===== config.mk =====
export PLATFORM = sky130hd
export DESIGN_NAME = line_sensor_pid_steering_flat
export DESIGN_NICKNAME = d
export VERILOG_FILES = /design/src/sv/lsps_pkg.sv /design/src/sv/lsps_ifs.sv /design/src/sv/lsps_regs.sv /design/src/sv/lsps_ctrl.sv /design/src/sv/lsps_dp.sv /design/src/sv/line_sensor_pid_steering.sv /design/src/flat_wrapper.sv
export SDC_FILE = /design/constraint.sdc
export NUM_CORES = 2
export LEC_CHECK = 0
export BUFFER_PORTS_ARGS = -buffer_cell sky130_fd_sc_hd__buf_2
export CORE_MARGIN = 2
export CORE_UTILIZATION = 59
export CTS_CLUSTER_SIZE = 25
export DETAILED_ROUTE_END_ITERATION = 8
export GPL_TIMING_DRIVEN = 0
export PLACE_DENSITY = 0.79
export SKIP_LAST_GASP = 1
export SLEW_MARGIN = 20
export SYNTH_ARGS = -nofsm -noshare
export SYNTH_HDL_FRONTEND = slang
export SYNTH_SLANG_ARGS = --single-unit

===== constraint.sdc =====
create_clock -name clk -period 8.65 [get_ports clk]
set_input_delay 1.73 -clock clk [delete_from_list [all_inputs] [get_ports clk]]
set_output_delay 1.73 -clock clk [all_outputs]
set_load 0.005 [all_outputs]

===== src/sv/lsps_pkg.sv =====
// Shared types, widths, register indexes and constants for the line sensor PID steering block.
package lsps_pkg;

  localparam int SAMPLE_W   = 10;
  localparam int TIME_W     = 32;
  localparam int GAIN_W     = 16;
  localparam int ACC_W      = 24;
  localparam int DRIVE_W    = 24;
  localparam int ERR_W      = 3;
  localparam int CFG_IDX_W  = 3;
  localparam int CFG_DATA_W = 24;

  localparam int DIV_STEPS  = 19;
  localparam int DIV_CNT_W  = 5;

  localparam logic [15:0] MIN_INTERVAL = 16'd0;

  localparam logic [CFG_IDX_W-1:0] REG_LEFT_THR  = 3'd0;
  localparam logic [CFG_IDX_W-1:0] REG_MID_THR   = 3'd1;
  localparam logic [CFG_IDX_W-1:0] REG_RIGHT_THR = 3'd2;
  localparam logic [CFG_IDX_W-1:0] REG_PROP_GAIN = 3'd3;
  localparam logic [CFG_IDX_W-1:0] REG_INTEG_GAIN = 3'd4;
  localparam logic [CFG_IDX_W-1:0] REG_DERIV_GAIN = 3'd5;
  localparam logic [CFG_IDX_W-1:0] REG_INT_MIN   = 3'd6;
  localparam logic [CFG_IDX_W-1:0] REG_INT_MAX   = 3'd7;

  localparam logic [SAMPLE_W-1:0]     THR_RESET     = 10'd250;
  localparam logic signed [ACC_W-1:0] INT_MIN_RESET = -24'sd25600;
  localparam logic signed [ACC_W-1:0] INT_MAX_RESET = 24'sd25600;

  localparam logic signed [ERR_W-1:0] ERR_CENTER     = 3'sd0;
  localparam logic signed [ERR_W-1:0] ERR_LEFT_NEAR  = 3'sd1;
  localparam logic signed [ERR_W-1:0] ERR_RIGHT_NEAR = -3'sd1;
  localparam logic signed [ERR_W-1:0] ERR_RIGHT_FAR  = -3'sd2;
  localparam logic signed [ERR_W-1:0] ERR_LEFT_FAR   = 3'sd2;
  localparam logic signed [ERR_W-1:0] ERR_LOST_NEG   = -3'sd3;
  localparam logic signed [ERR_W-1:0] ERR_LOST_POS   = 3'sd3;

  localparam logic signed [DRIVE_W+1:0] DRIVE_MAX = 26'sd8388607;
  localparam logic signed [DRIVE_W+1:0] DRIVE_MIN = -26'sd8388608;

  typedef struct packed {
    logic [SAMPLE_W-1:0]     left_thr;
    logic [SAMPLE_W-1:0]     mid_thr;
    logic [SAMPLE_W-1:0]     right_thr;
    logic signed [GAIN_W-1:0] kp;
    logic signed [GAIN_W-1:0] ki;
    logic signed [GAIN_W-1:0] kd;
    logic signed [ACC_W-1:0]  int_min;
    logic signed [ACC_W-1:0]  int_max;
  } cfg_t;

  typedef struct packed {
    logic capture;
    logic mul1;
    logic mul2;
    logic integ;
    logic div_step;
    logic finish;
  } cmd_t;

  typedef struct packed {
    logic held;
    logic dt_zero;
  } status_t;

endpackage


===== src/sv/lsps_ifs.sv =====
// Handshake channel interfaces for sensor requests, steering results and register writes.
interface lsps_in_if;
  logic                          valid;
  logic                          ready;
  logic [lsps_pkg::SAMPLE_W-1:0] left_sample;
  logic [lsps_pkg::SAMPLE_W-1:0] mid_sample;
  logic [lsps_pkg::SAMPLE_W-1:0] right_sample;
  logic [lsps_pkg::TIME_W-1:0]   now_ms;

  modport source(output valid, left_sample, mid_sample, right_sample, now_ms, input ready);
  modport sink(input valid, left_sample, mid_sample, right_sample, now_ms, output ready);
endinterface

interface lsps_out_if;
  logic                                valid;
  logic                                ready;
  logic signed [lsps_pkg::DRIVE_W-1:0] drive;
  logic signed [lsps_pkg::ERR_W-1:0]   error_code;
  logic                                updated;

  modport source(output valid, drive, error_code, updated, input ready);
  modport sink(input valid, drive, error_code, updated, output ready);
endinterface

interface lsps_cfg_if;
  logic                            valid;
  logic                            ready;
  logic [lsps_pkg::CFG_IDX_W-1:0]  index;
  logic [lsps_pkg::CFG_DATA_W-1:0] data;

  modport source(output valid, index, data, input ready);
  modport sink(input valid, index, data, output ready);
endinterface


===== src/sv/lsps_regs.sv =====
// Configuration register file with thresholds, PID gains and integral clamps.
module lsps_regs (
  input  logic                            clk,
  input  logic                            rst,
  input  logic                            wr_valid,
  input  logic [lsps_pkg::CFG_IDX_W-1:0]  wr_index,
  input  logic [lsps_pkg::CFG_DATA_W-1:0] wr_data,
  output logic                            wr_ready,
  output lsps_pkg::cfg_t                  cfg
);
  import lsps_pkg::*;

  assign wr_ready = 1'b1;

  always_ff @(posedge clk) begin
    if (rst) begin
      cfg.left_thr  <= THR_RESET;
      cfg.mid_thr   <= THR_RESET;
      cfg.right_thr <= THR_RESET;
      cfg.kp        <= '0;
      cfg.ki        <= '0;
      cfg.kd        <= '0;
      cfg.int_min   <= INT_MIN_RESET;
      cfg.int_max   <= INT_MAX_RESET;
    end else if (wr_valid) begin
      unique case (wr_index)
        REG_LEFT_THR:   cfg.left_thr  <= wr_data[SAMPLE_W-1:0];
        REG_MID_THR:    cfg.mid_thr   <= wr_data[SAMPLE_W-1:0];
        REG_RIGHT_THR:  cfg.right_thr <= wr_data[SAMPLE_W-1:0];
        REG_PROP_GAIN:  cfg.kp        <= $signed(wr_data[GAIN_W-1:0]);
        REG_INTEG_GAIN: cfg.ki        <= $signed(wr_data[GAIN_W-1:0]);
        REG_DERIV_GAIN: cfg.kd        <= $signed(wr_data[GAIN_W-1:0]);
        REG_INT_MIN:    cfg.int_min   <= $signed(wr_data[ACC_W-1:0]);
        REG_INT_MAX:    cfg.int_max   <= $signed(wr_data[ACC_W-1:0]);
        default: ;
      endcase
    end
  end

endmodule


===== src/sv/lsps_ctrl.sv =====
// Controller state machine that sequences capture, multiplies, integral, division and result.
module lsps_ctrl (
  input  logic              clk,
  input  logic              rst,
  input  logic              in_valid,
  output logic              in_ready,
  output logic              out_valid,
  input  logic              out_ready,
  input  lsps_pkg::status_t status,
  output lsps_pkg::cmd_t    cmd
);
  import lsps_pkg::*;

  localparam logic [2:0] ST_IDLE   = 3'd0;
  localparam logic [2:0] ST_MUL1   = 3'd1;
  localparam logic [2:0] ST_MUL2   = 3'd2;
  localparam logic [2:0] ST_INTEG  = 3'd3;
  localparam logic [2:0] ST_DIV    = 3'd4;
  localparam logic [2:0] ST_FINISH = 3'd5;

  logic [2:0]           state;
  logic [2:0]           state_next;
  logic [DIV_CNT_W-1:0] cnt;
  logic [DIV_CNT_W-1:0] cnt_next;
  logic                 out_valid_next;
  logic                 out_free;

  assign in_ready = (state == ST_IDLE);
  assign out_free = !out_valid || out_ready;

  always_comb begin
    state_next     = state;
    cnt_next       = cnt;
    cmd            = '0;
    out_valid_next = out_valid && !out_ready;
    unique case (state)
      ST_IDLE: begin
        if (in_valid) begin
          cmd.capture = 1'b1;
          state_next  = ST_MUL1;
        end
      end
      ST_MUL1: begin
        cmd.mul1   = 1'b1;
        state_next = status.held ? ST_FINISH : ST_MUL2;
      end
      ST_MUL2: begin
        cmd.mul2   = 1'b1;
        state_next = ST_INTEG;
      end
      ST_INTEG: begin
        cmd.integ  = 1'b1;
        cnt_next   = '0;
        state_next = status.dt_zero ? ST_FINISH : ST_DIV;
      end
      ST_DIV: begin
        cmd.div_step = 1'b1;
        cnt_next     = cnt + 1'b1;
        if (cnt == DIV_CNT_W'(DIV_STEPS - 1)) begin
          state_next = ST_FINISH;
        end
      end
      ST_FINISH: begin
        if (out_free) begin
          cmd.finish     = 1'b1;
          out_valid_next = 1'b1;
          state_next     = ST_IDLE;
        end
      end
      default: begin
        state_next = ST_IDLE;
      end
    endcase
  end

  always_ff @(posedge clk) begin
    if (rst) begin
      state     <= ST_IDLE;
      cnt       <= '0;
      out_valid <= 1'b0;
    end else begin
      state     <= state_next;
      cnt       <= cnt_next;
      out_valid <= out_valid_next;
    end
  end

endmodule


===== src/sv/lsps_dp.sv =====
// Datapath with error classification, PID multiplies, integral clamp, serial divider and state.
module lsps_dp (
  input  logic                                clk,
  input  logic                                rst,
  input  lsps_pkg::cfg_t                      cfg,
  input  lsps_pkg::cmd_t                      cmd,
  output lsps_pkg::status_t                   status,
  input  logic [lsps_pkg::SAMPLE_W-1:0]       left_sample,
  input  logic [lsps_pkg::SAMPLE_W-1:0]       mid_sample,
  input  logic [lsps_pkg::SAMPLE_W-1:0]       right_sample,
  input  logic [lsps_pkg::TIME_W-1:0]         now_ms,
  output logic signed [lsps_pkg::DRIVE_W-1:0] drive,
  output logic signed [lsps_pkg::ERR_W-1:0]   error_code,
  output logic                                updated
);
  import lsps_pkg::*;

  logic signed [ERR_W-1:0]   prev_error;
  logic signed [ERR_W-1:0]   older_error;
  logic signed [ACC_W-1:0]   integral_acc;
  logic [TIME_W-1:0]         last_update_ms;
  logic signed [DRIVE_W-1:0] last_drive;

  logic signed [ERR_W-1:0]   err;
  logic [TIME_W-1:0]         dt;
  logic [TIME_W-1:0]         now_q;
  logic                      held;
  logic                      dt_zero;

  logic signed [18:0]        p_term;
  logic signed [18:0]        ki_err;
  logic                      num_neg;
  logic [DIV_STEPS-1:0]      num_mag;
  logic signed [51:0]        integ_prod;
  logic signed [ACC_W-1:0]   acc_new;
  logic [TIME_W-1:0]         rem;
  logic [DIV_STEPS-1:0]      quot;

  logic                      lo_on;
  logic                      mo_on;
  logic                      ro_on;
  logic signed [ERR_W-1:0]   err_next;
  logic [TIME_W-1:0]         dt_next;
  logic signed [3:0]         err_diff;
  logic signed [19:0]        kd_x;
  logic signed [19:0]        diff_x;
  logic signed [19:0]        pd_full;
  logic [19:0]               pd_abs;
  logic signed [51:0]        dt_x;
  logic signed [52:0]        integ_sum;
  logic signed [52:0]        integ_hi;
  logic [TIME_W:0]           rem_sh;
  logic                      q_bit;
  logic signed [19:0]        d_term;
  logic signed [DRIVE_W+1:0] drive_sum;
  logic signed [DRIVE_W-1:0] drive_sat;

  assign status.held    = held;
  assign status.dt_zero = dt_zero;

  assign lo_on   = left_sample  >= cfg.left_thr;
  assign mo_on   = mid_sample   >= cfg.mid_thr;
  assign ro_on   = right_sample >= cfg.right_thr;
  assign dt_next = now_ms - last_update_ms;

  always_comb begin
    err_next = prev_error;
    unique case ({lo_on, mo_on, ro_on})
      3'b010: err_next = ERR_CENTER;
      3'b110: err_next = ERR_LEFT_NEAR;
      3'b011: err_next = ERR_RIGHT_NEAR;
      3'b001: err_next = ERR_RIGHT_FAR;
      3'b100: err_next = ERR_LEFT_FAR;
      3'b000: begin
        if (prev_error < 0 && older_error < 0) begin
          err_next = ERR_LOST_NEG;
        end else if (prev_error > 0 && older_error > 0) begin
          err_next = ERR_LOST_POS;
        end
      end
      default: err_next = prev_error;
    endcase
  end

  assign err_diff = 4'(err) - 4'(prev_error);
  assign kd_x     = 20'(cfg.kd);
  assign diff_x   = 20'(err_diff);
  assign pd_full  = kd_x * diff_x;
  assign pd_abs   = pd_full[19] ? 20'(-pd_full) : 20'(pd_full);

  assign dt_x       = $signed(52'(dt));
  assign integ_sum  = 53'(integral_acc) + 53'(integ_prod);
  assign integ_hi   = (integ_sum > 53'(cfg.int_max)) ? 53'(cfg.int_max) : integ_sum;

  assign rem_sh = {rem, num_mag[DIV_STEPS-1]};
  assign q_bit  = rem_sh >= {1'b0, dt};

  always_comb begin
    if (dt_zero) begin
      d_term = '0;
    end else if (num_neg) begin
      d_term = -$signed({1'b0, quot});
    end else begin
      d_term = $signed({1'b0, quot});
    end
    drive_sum = 26'(p_term) + 26'(acc_new) + 26'(d_term);
    if (drive_sum > DRIVE_MAX) begin
      drive_sat = DRIVE_MAX[DRIVE_W-1:0];
    end else if (drive_sum < DRIVE_MIN) begin
      drive_sat = DRIVE_MIN[DRIVE_W-1:0];
    end else begin
      drive_sat = drive_sum[DRIVE_W-1:0];
    end
  end

  always_ff @(posedge clk) begin
    if (cmd.capture) begin
      err     <= err_next;
      dt      <= dt_next;
      now_q   <= now_ms;
      held    <= dt_next < TIME_W'(MIN_INTERVAL);
      dt_zero <= dt_next == '0;
    end
    if (cmd.mul1) begin
      p_term  <= 19'(cfg.kp) * 19'(err);
      ki_err  <= 19'(cfg.ki) * 19'(err);
      num_neg <= pd_full[19];
      num_mag <= pd_abs[DIV_STEPS-1:0];
    end
    if (cmd.mul2) begin
      integ_prod <= 52'(ki_err) * dt_x;
      rem        <= '0;
      quot       <= '0;
    end
    if (cmd.integ) begin
      if (integ_hi < 53'(cfg.int_min)) begin
        acc_new <= cfg.int_min;
      end else begin
        acc_new <= integ_hi[ACC_W-1:0];
      end
    end
    if (cmd.div_step) begin
      rem     <= q_bit ? rem_sh[TIME_W-1:0] - dt : rem_sh[TIME_W-1:0];
      quot    <= {quot[DIV_STEPS-2:0], q_bit};
      num_mag <= {num_mag[DIV_STEPS-2:0], 1'b0};
    end
    if (cmd.finish) begin
      if (held) begin
        drive      <= last_drive;
        error_code <= prev_error;
        updated    <= 1'b0;
      end else begin
        drive      <= drive_sat;
        error_code <= err;
        updated    <= 1'b1;
      end
    end
  end

  always_ff @(posedge clk) begin
    if (rst) begin
      prev_error     <= '0;
      older_error    <= '0;
      integral_acc   <= '0;
      last_update_ms <= '0;
      last_drive     <= '0;
    end else if (cmd.finish && !held) begin
      prev_error     <= err;
      older_error    <= prev_error;
      integral_acc   <= acc_new;
      last_update_ms <= now_q;
      last_drive     <= drive_sat;
    end
  end

endmodule


===== src/sv/line_sensor_pid_steering.sv =====
// A request is captured, then passes the two multiply steps, the integral step and the 19-step
// serial divider for the D term; with zero elapsed time the divider is skipped. Held requests (inside
// the minimum interval) go from the first multiply step straight to the result. A new request is taken only when idle.
// A finished result waits in the output register while the next request is taken.
// Reset (synchronous, active high) clears the error history, integral, time and drive,
// and loads the register defaults.
module line_sensor_pid_steering (
  input logic       clk,
  input logic       rst,
  lsps_in_if.sink   sensor,
  lsps_out_if.source steer,
  lsps_cfg_if.sink  cfg
);
  import lsps_pkg::*;

  cfg_t    regs;
  cmd_t    cmd;
  status_t status;

  lsps_regs u_regs (
    .clk      (clk),
    .rst      (rst),
    .wr_valid (cfg.valid),
    .wr_index (cfg.index),
    .wr_data  (cfg.data),
    .wr_ready (cfg.ready),
    .cfg      (regs)
  );

  lsps_ctrl u_ctrl (
    .clk       (clk),
    .rst       (rst),
    .in_valid  (sensor.valid),
    .in_ready  (sensor.ready),
    .out_valid (steer.valid),
    .out_ready (steer.ready),
    .status    (status),
    .cmd       (cmd)
  );

  lsps_dp u_dp (
    .clk          (clk),
    .rst          (rst),
    .cfg          (regs),
    .cmd          (cmd),
    .status       (status),
    .left_sample  (sensor.left_sample),
    .mid_sample   (sensor.mid_sample),
    .right_sample (sensor.right_sample),
    .now_ms       (sensor.now_ms),
    .drive        (steer.drive),
    .error_code   (steer.error_code),
    .updated      (steer.updated)
  );

  a_busy_after_accept: assert property (@(posedge clk) disable iff (rst)
    sensor.valid && sensor.ready |=> !sensor.ready)
    else $error("Request accepted while the previous one is still in work.");

  a_no_overwrite: assert property (@(posedge clk) disable iff (rst)
    cmd.finish |-> (!steer.valid || steer.ready))
    else $error("Result register loaded while it still holds an untaken result.");

  a_drain: assert property (@(posedge clk) disable iff (rst)
    steer.valid && steer.ready && !cmd.finish |=> !steer.valid)
    else $error("Result repeated after it was taken.");

  a_error_range: assert property (@(posedge clk) disable iff (rst)
    steer.valid |-> steer.error_code != 3'b100)
    else $error("Error code outside the range -3 to 3.");

endmodule

===== src/flat_wrapper.sv =====
// flat-port wrapper written by rule: the top's interface ports become plain ports
module line_sensor_pid_steering_flat import lsps_pkg::*;
  (clk, rst, sensor_valid, sensor_left_sample, sensor_mid_sample, sensor_right_sample, sensor_now_ms, sensor_ready, steer_valid, steer_drive, steer_error_code, steer_updated, steer_ready, cfg_valid, cfg_index, cfg_data, cfg_ready);
  lsps_in_if sensor_i ();
  lsps_out_if steer_i ();
  lsps_cfg_if cfg_i ();
  input logic clk;
  input logic rst;
  input wire logic [$bits(sensor_i.valid)-1:0] sensor_valid;
  input wire logic [$bits(sensor_i.left_sample)-1:0] sensor_left_sample;
  input wire logic [$bits(sensor_i.mid_sample)-1:0] sensor_mid_sample;
  input wire logic [$bits(sensor_i.right_sample)-1:0] sensor_right_sample;
  input wire logic [$bits(sensor_i.now_ms)-1:0] sensor_now_ms;
  output wire logic [$bits(sensor_i.ready)-1:0] sensor_ready;
  output wire logic [$bits(steer_i.valid)-1:0] steer_valid;
  output wire logic [$bits(steer_i.drive)-1:0] steer_drive;
  output wire logic [$bits(steer_i.error_code)-1:0] steer_error_code;
  output wire logic [$bits(steer_i.updated)-1:0] steer_updated;
  input wire logic [$bits(steer_i.ready)-1:0] steer_ready;
  input wire logic [$bits(cfg_i.valid)-1:0] cfg_valid;
  input wire logic [$bits(cfg_i.index)-1:0] cfg_index;
  input wire logic [$bits(cfg_i.data)-1:0] cfg_data;
  output wire logic [$bits(cfg_i.ready)-1:0] cfg_ready;
  assign sensor_i.valid = sensor_valid;
  assign sensor_i.left_sample = sensor_left_sample;
  assign sensor_i.mid_sample = sensor_mid_sample;
  assign sensor_i.right_sample = sensor_right_sample;
  assign sensor_i.now_ms = sensor_now_ms;
  assign sensor_ready = sensor_i.ready;
  assign steer_valid = steer_i.valid;
  assign steer_drive = steer_i.drive;
  assign steer_error_code = steer_i.error_code;
  assign steer_updated = steer_i.updated;
  assign steer_i.ready = steer_ready;
  assign cfg_i.valid = cfg_valid;
  assign cfg_i.index = cfg_index;
  assign cfg_i.data = cfg_data;
  assign cfg_ready = cfg_i.ready;
  line_sensor_pid_steering u_core (.clk(clk), .rst(rst), .sensor(sensor_i), .steer(steer_i), .cfg(cfg_i));
endmodule

=== Word level (Yosys, flattened, before mapping) ===
Index checks and enable logic that the tools add are counted.

* $add $sub $neg: 9
* Multiply operators: 4
* Order comparisons: 13
* Equality and inequality tests: 21
* Muxes and demuxes: 37
* Reduce and logical (&&, ||, !) cells: 24

{| class="wikitable"
|+ Operators by type and width
! operator !! count
|-
| $mux 24 || 4
|-
| $mux 32 || 3
|-
| $mux 19 || 5
|-
| $sub 32x32->32 || 2
|-
| $add 24x52->53 || 1
|-
| $gt 53x24->1 || 1
|-
| $lt 53x24->1 || 1
|-
| $mux 53 || 1
|-
| $mul 19x33->52 || 1
|-
| $mux 20 || 2
|-
| $mul 16x3->19 || 2
|-
| $pmux 3 s6 || 2
|-
| $ge 33x32->1 || 1
|-
| $logic_not 32->1 || 1
|-
| $lt 32x1->1 const B || 1
|-
| $ge 10x10->1 || 3
|-
| $add 25x20->26 || 1
|-
| $gt 26x24->1 const B || 1
|-
| $lt 26x24->1 const B || 1
|-
| $add 19x24->25 || 1
|-
| $eq 3x3->1 const B || 8
|-
| $mux 3 || 7
|-
| $mul 16x4->20 || 1
|-
| $neg 19->20 || 1
|-
| 18 further kinds || 56
|}

* Bits in registers: 503
* Output and inout bits: 31
* Logic and storage cells: 141

=== Logic depth before layout (Yosys ltp) ===
* Depth after elaboration: 8
* Mapped depth: 41
* Depth with buffers taken out: 36

=== Modules after synthesis ===
Synthesis repeated with hierarchy kept, for this count alone.

* Cell total of the unflattened synthesis: 5712
* Area total of the unflattened synthesis: 53904.2 um^2

{| class="wikitable"
|+ By module, submodules not included
! module !! instances !! cells an instance !! area an instance (um^2)
|-
| lsps_dp || 1 || 5169 || 48342.6
|-
| lsps_regs || 1 || 475 || 5031.1
|-
| lsps_ctrl || 1 || 68 || 530.5
|}

=== Least setup slack after synthesis ===
No wires, ideal clock.

* Path kind: register -> register
* Start: register u_core.u_dp.integ_prod[0]
* End: register u_core.u_dp.acc_new[10], data pin
* Setup time: 0.260 ns
* Data arrival time: 9.119 ns
* Slack: -0.729 ns
* Stages on the path, launching flop included: 38
* Path buffers: 4
* Clock period less this slack: 9.379 ns
* Cells stage by stage: edfxtp_1 ha_1 fa_1 a21o_1 a311o_1 o22a_1 a41oi_1 o21ai_0 a21oi_1 o211ai_1 a41oi_1 a21boi_0 xor2_1 ha_1 nand4_1 or4_1 or4_1 o21ai_0 (+2 left out) xor2_1 or2_2 clkbuf_1 clkbuf_1 clkbuf_1 nor2_1 a21o_1 ha_1 a21o_1 a21o_1 a2111oi_0 o31ai_1 or3_1 nor3_1 a22oi_1 o21ai_1 buf_2 mux2_2

* Word-level cells in the longest chain between the ends: 5

{| class="wikitable"
|+ RTL lines
! item !! line !! source
|-
| from (decl) || lsps_dp.sv:34 || <nowiki>logic signed [51:0] integ_prod;</nowiki>
|-
| from (signal assigned) || lsps_dp.sv:131 || <nowiki>integ_prod <= 52'(ki_err) * dt_x;</nowiki>
|-
| $add 24x52->53 (*) || lsps_dp.sv:92 || <nowiki>assign integ_sum = 53'(integral_acc) + 53'(integ_prod);</nowiki>
|-
| $gt 53x24->1 || lsps_dp.sv:93 || <nowiki>assign integ_hi = (integ_sum > 53'(cfg.int_max)) ? 53'(cfg.int_max) : integ_sum;</nowiki>
|-
| $mux 53 (*) || lsps_dp.sv:93 ||
|-
| $lt 53x24->1 || lsps_dp.sv:136 || <nowiki>if (integ_hi < 53'(cfg.int_min)) begin</nowiki>
|-
| $mux 24 (*) || lsps_dp.sv:136 ||
|-
| to (signal assigned) || lsps_dp.sv:137 || <nowiki>acc_new <= cfg.int_min;</nowiki>
|-
| to (signal assigned) || lsps_dp.sv:139 || <nowiki>acc_new <= integ_hi[ACC_W-1:0];</nowiki>
|-
| to (decl) || lsps_dp.sv:35 || <nowiki>logic signed [ACC_W-1:0] acc_new;</nowiki>
|}

Every way passes the cells marked *; elsewhere a longest branch is shown, timed or not.
A chain may end at the register's enable or synchronous reset.

=== Final worst setup path ===
* Start: register u_core.u_dp.integ_prod[0]
* End: register u_core.u_dp.acc_new[3], data pin

Same word-level chain as after synthesis.

==> flow_summary.yaml <==
route:
  wl_um: 154500
  met3_length_um: 15550
  wl_per_cell_um: 20.68
  wl_met1_um: 61150
  dr.pass1.iters: 6
  drc_errors: 0
  vias: 44250
  wl_met2_um: 69770
  vias_per_cell: 5.921
  ant_nets: 0
  highest_layer: "met5"
  drtIter0Drc: 4216
clock_tree:
  h-tree-depth: 2
  path_clk_slew_ps: 60
  cts_buffers: 56
  clock_path_buffers: 3
  clockRootBuffer: "clkbuf_16"
  hold_buffers: 0
  cts_tree: "built"
  clock-sinks: 477
  clkLatencyLatePin_ps: 680
worst_setup_path:
  crit_path_end_kind: "register"
  cp-startpoint: "u_core.u_dp.integ_prod[0]"
  reg2reg_slack_ps: -360
  setup.worst_path.start_class: "register"
  cpPeakStageDelay_ps: 540
  required_ps: 9050
  cp_slowest_cell: "or4_4"
  worstPathArrival_ps: 9410
  crit_type: "reg2reg"
  worstReg2RegEnd: "u_core.u_dp.acc_new[3]"
  crit_fanout: 10
  worst-r2r-cell-count: 36
  rr_startpoint: "u_core.u_dp.integ_prod[0]"
timing:
  worst_slack_ps: -363.5
  setup_violations: 24
  rsz0062_at_grt: "yes"
  relSlewSlack: 0.2120
  fmaxAchievable_mhz: 110.9
  worstMarginPinSlew_ps: 1175
  min_period_over_period: 1.042
  skew_ps: 53.21
  slew_violations: 0
  period_needed_ps: 9013
  final_hold_viol_count: 0
grt:
  antenna_found_initial: 9
  grt-ovfl-total: 0
  first_global_vias: 44100
  grt_usage: 0.3299
  grt_max_degree: 43
  grt_pass1_wl_um: 240100
floorplan:
  rows: 110
  fp.dieH_um: 305.4
  io_pins: 125
  start_util: 0.5953
  die-area_sq_mm: 0.09325
  core_area_sq_mm: 0.09001
  die_w_um: 305.4
logic_synthesis:
  synth_area_per_cell_sq_um: 8.910
  synth_largest_area_cell: "fa_1"
  synth_warnings: 0
  synth_enable_flop_cells: 279
  yosys.cell_count.top_type: "nand2_1"
  ys_async_sr_fraction: 0
  yosys-top-cells-count: "nand2_1 (1085), inv_1 (807), fa_1 (605), ha_1 (569), a21oi_1 (428)"
  synth_cell_types: 81
  ys_seq_area_frac: 0.2303
  synthCells: 6014
  netlist.area_leader.share: 0.2260
  syn_area_sq_mm: 0.05358
  synth.area.top_cells: "fa_1 (23%), edfxtp_1 (16%), ha_1 (13%), nand2_1 (7.6%), dfxtp_1 (7.4%)"
  ys.flop_type: "edfxtp_1"
  ys_ff_latch: 477
status:
  status: "finished with violations"
  violations: "setup timing"
min_path:
  min_from: "u_core.u_dp.last_update_ms[18]"
  hold_path_depth: 2
  hold_path_class: "reg2reg"
  hold_path_end: "u_core.u_dp.last_update_ms[18]"
placement:
  port_buffers: 109
  placedCellCount: 7306
  gp_congestion: 0.9833
  placed_area_sq_mm: 0.05580
  dpl.hpwl_um: 121400
finish:
  fin_cells: 7473
  fin_nets: 7511
  final_cell_area_sq_mm: 0.05901
  area_growth_pct: 10.12
  fillers: 7358
  drive_above_1_share: 0.07789
run:
  maxCapViolCount: 0
-- logic make-up (layout without fill, tap and decap cells) --
logic type | Yosys count | after routing | share of synthesized area
simple gates | 1933 | 1933 | 0.1630
other cells | 1 | 8 | 0.00006998
buf+inv | 1080 | 1356 | 0.07610
compound gates | 1063 | 1063 | 0.1234
flops | 477 | 477 | 0.2303
mux | 36 | 36 | 0.007355
xor+xnor | 250 | 250 | 0.04086
fa+ha+maj | 1174 | 1174 | 0.3589
-- layer usage --
layer / vias to the layer above / global-route usage
li1: 20220 / -
met1: 21530 / 0.4314
met2: 2005 / 0.5267
met4: 4 / 0.1498
met3: 489 / 0.07182
met5: - / 0
-- cell type report --
type	instances	area (sq um)	area share
Clock inverter	22	279.0	0.004729
Sequential cell	477	12350	0.2092
Antenna cell	6	15.01	0.0002545
Buffer	242	1046	0.01773
Multi-Input combinational cell	4458	37730	0.6394
Inverter	810	3040	0.05153
Timing Repair Buffer	198	1366	0.02316
Tap cell	1176	1471	0.02494
Clock buffer	84	1712	0.02901
-- state kept, by name, summed over array words and instances, names as in the netlist, 5 cells and up --
name,count
u_core.u_dp.acc_new,24
u_core.u_dp.integ_prod,52
u_core.u_dp.dt,32
u_core.u_dp.ki_err,19
u_core.u_dp.last_update_ms,32
u_core.u_dp.quot,19
u_core.u_dp.p_term,19
u_core.u_ctrl.cnt,5
u_core.u_dp.now_q,32
u_core.u_regs.cfg,126
u_core.u_dp.num_mag,19
u_core.u_dp.integral_acc,24
u_core.u_dp.drive,24
u_core.u_dp.rem,32
-- how the worst max path moves through the flow --
| stage | slack (ps) | cells after the start | to |
|---|---|---|---|
| floorplan | 3 | 39 | u_core.u_dp.acc_new[10] |
| global placement | -1950 | 39 | u_core.u_dp.acc_new[3] |
| detailed placement | -2110 | 39 | u_core.u_dp.acc_new[3] |
| CTS | 7 | 23 | u_core.u_dp.integ_prod[50] |
| global route | -530 | 36 | u_core.u_dp.acc_new[3] |
| finish | -360 | 36 | u_core.u_dp.acc_new[3] |
-- critical path, delay by kind of cell, from the launching register on --
kind | cells | cell delay, ps
AO/OA/AOI/OAI | 15 | 3470
AND/OR/NAND/NOR | 11 | 2450
adder cells (fa/ha/maj) | 4 | 1190
buffers and inverters | 3 | 560
flip-flops | 1 | 420
XOR/XNOR | 2 | 370
multiplexers | 1 | 300
-- stage by stage --
stage / util / setup TNS, ps / hold WS [ps] / worst slack, ps
6_report: 0.6555 / -6955 / 454.0 / -363.5
5_1_grt: 0.6555 / -11020 / 477.6 / -531.4
4_1_cts: 0.6484 / 0 / 454.5 / 7.329
3_5_place_dp: 0.6199 / -53850 / 446.7 / -2112
3_3_place_gp: 0.6182 / -50740 / 441.5 / -1954
2_1_floorplan: - / 0 / 424.4 / 2.570
-- placed cells by master (no fill, tap or decap), types with 51 or more instances in the layout --
cell       count
fa_1         604
ha_1         563
a21o_1       160
clkbuf_1     199
buf_2        111
nand2_1     1084
edfxtp_1     279
clkbuf_16     61
nand3_1       53
xnor2_1      157
buf_4         78
nor2b_1       51
o21ai_0      164
dfxtp_1      197
nor2_1       234
and2_1       205
a21oi_1      422
inv_1        802
nand2b_1      64
xor2_1        87
-- repair_timing --
item | CTS | global route
setup buffers | 36 | 45
gates resized for setup | 81 | 117
endpoints found under the setup margin | 37 | 35
gates cloned | 1 | 1
pin swaps | 22 | 28
Power is not shown: default switching activity piles up to over one toggle a cycle in this logic, so the estimate is an artifact.
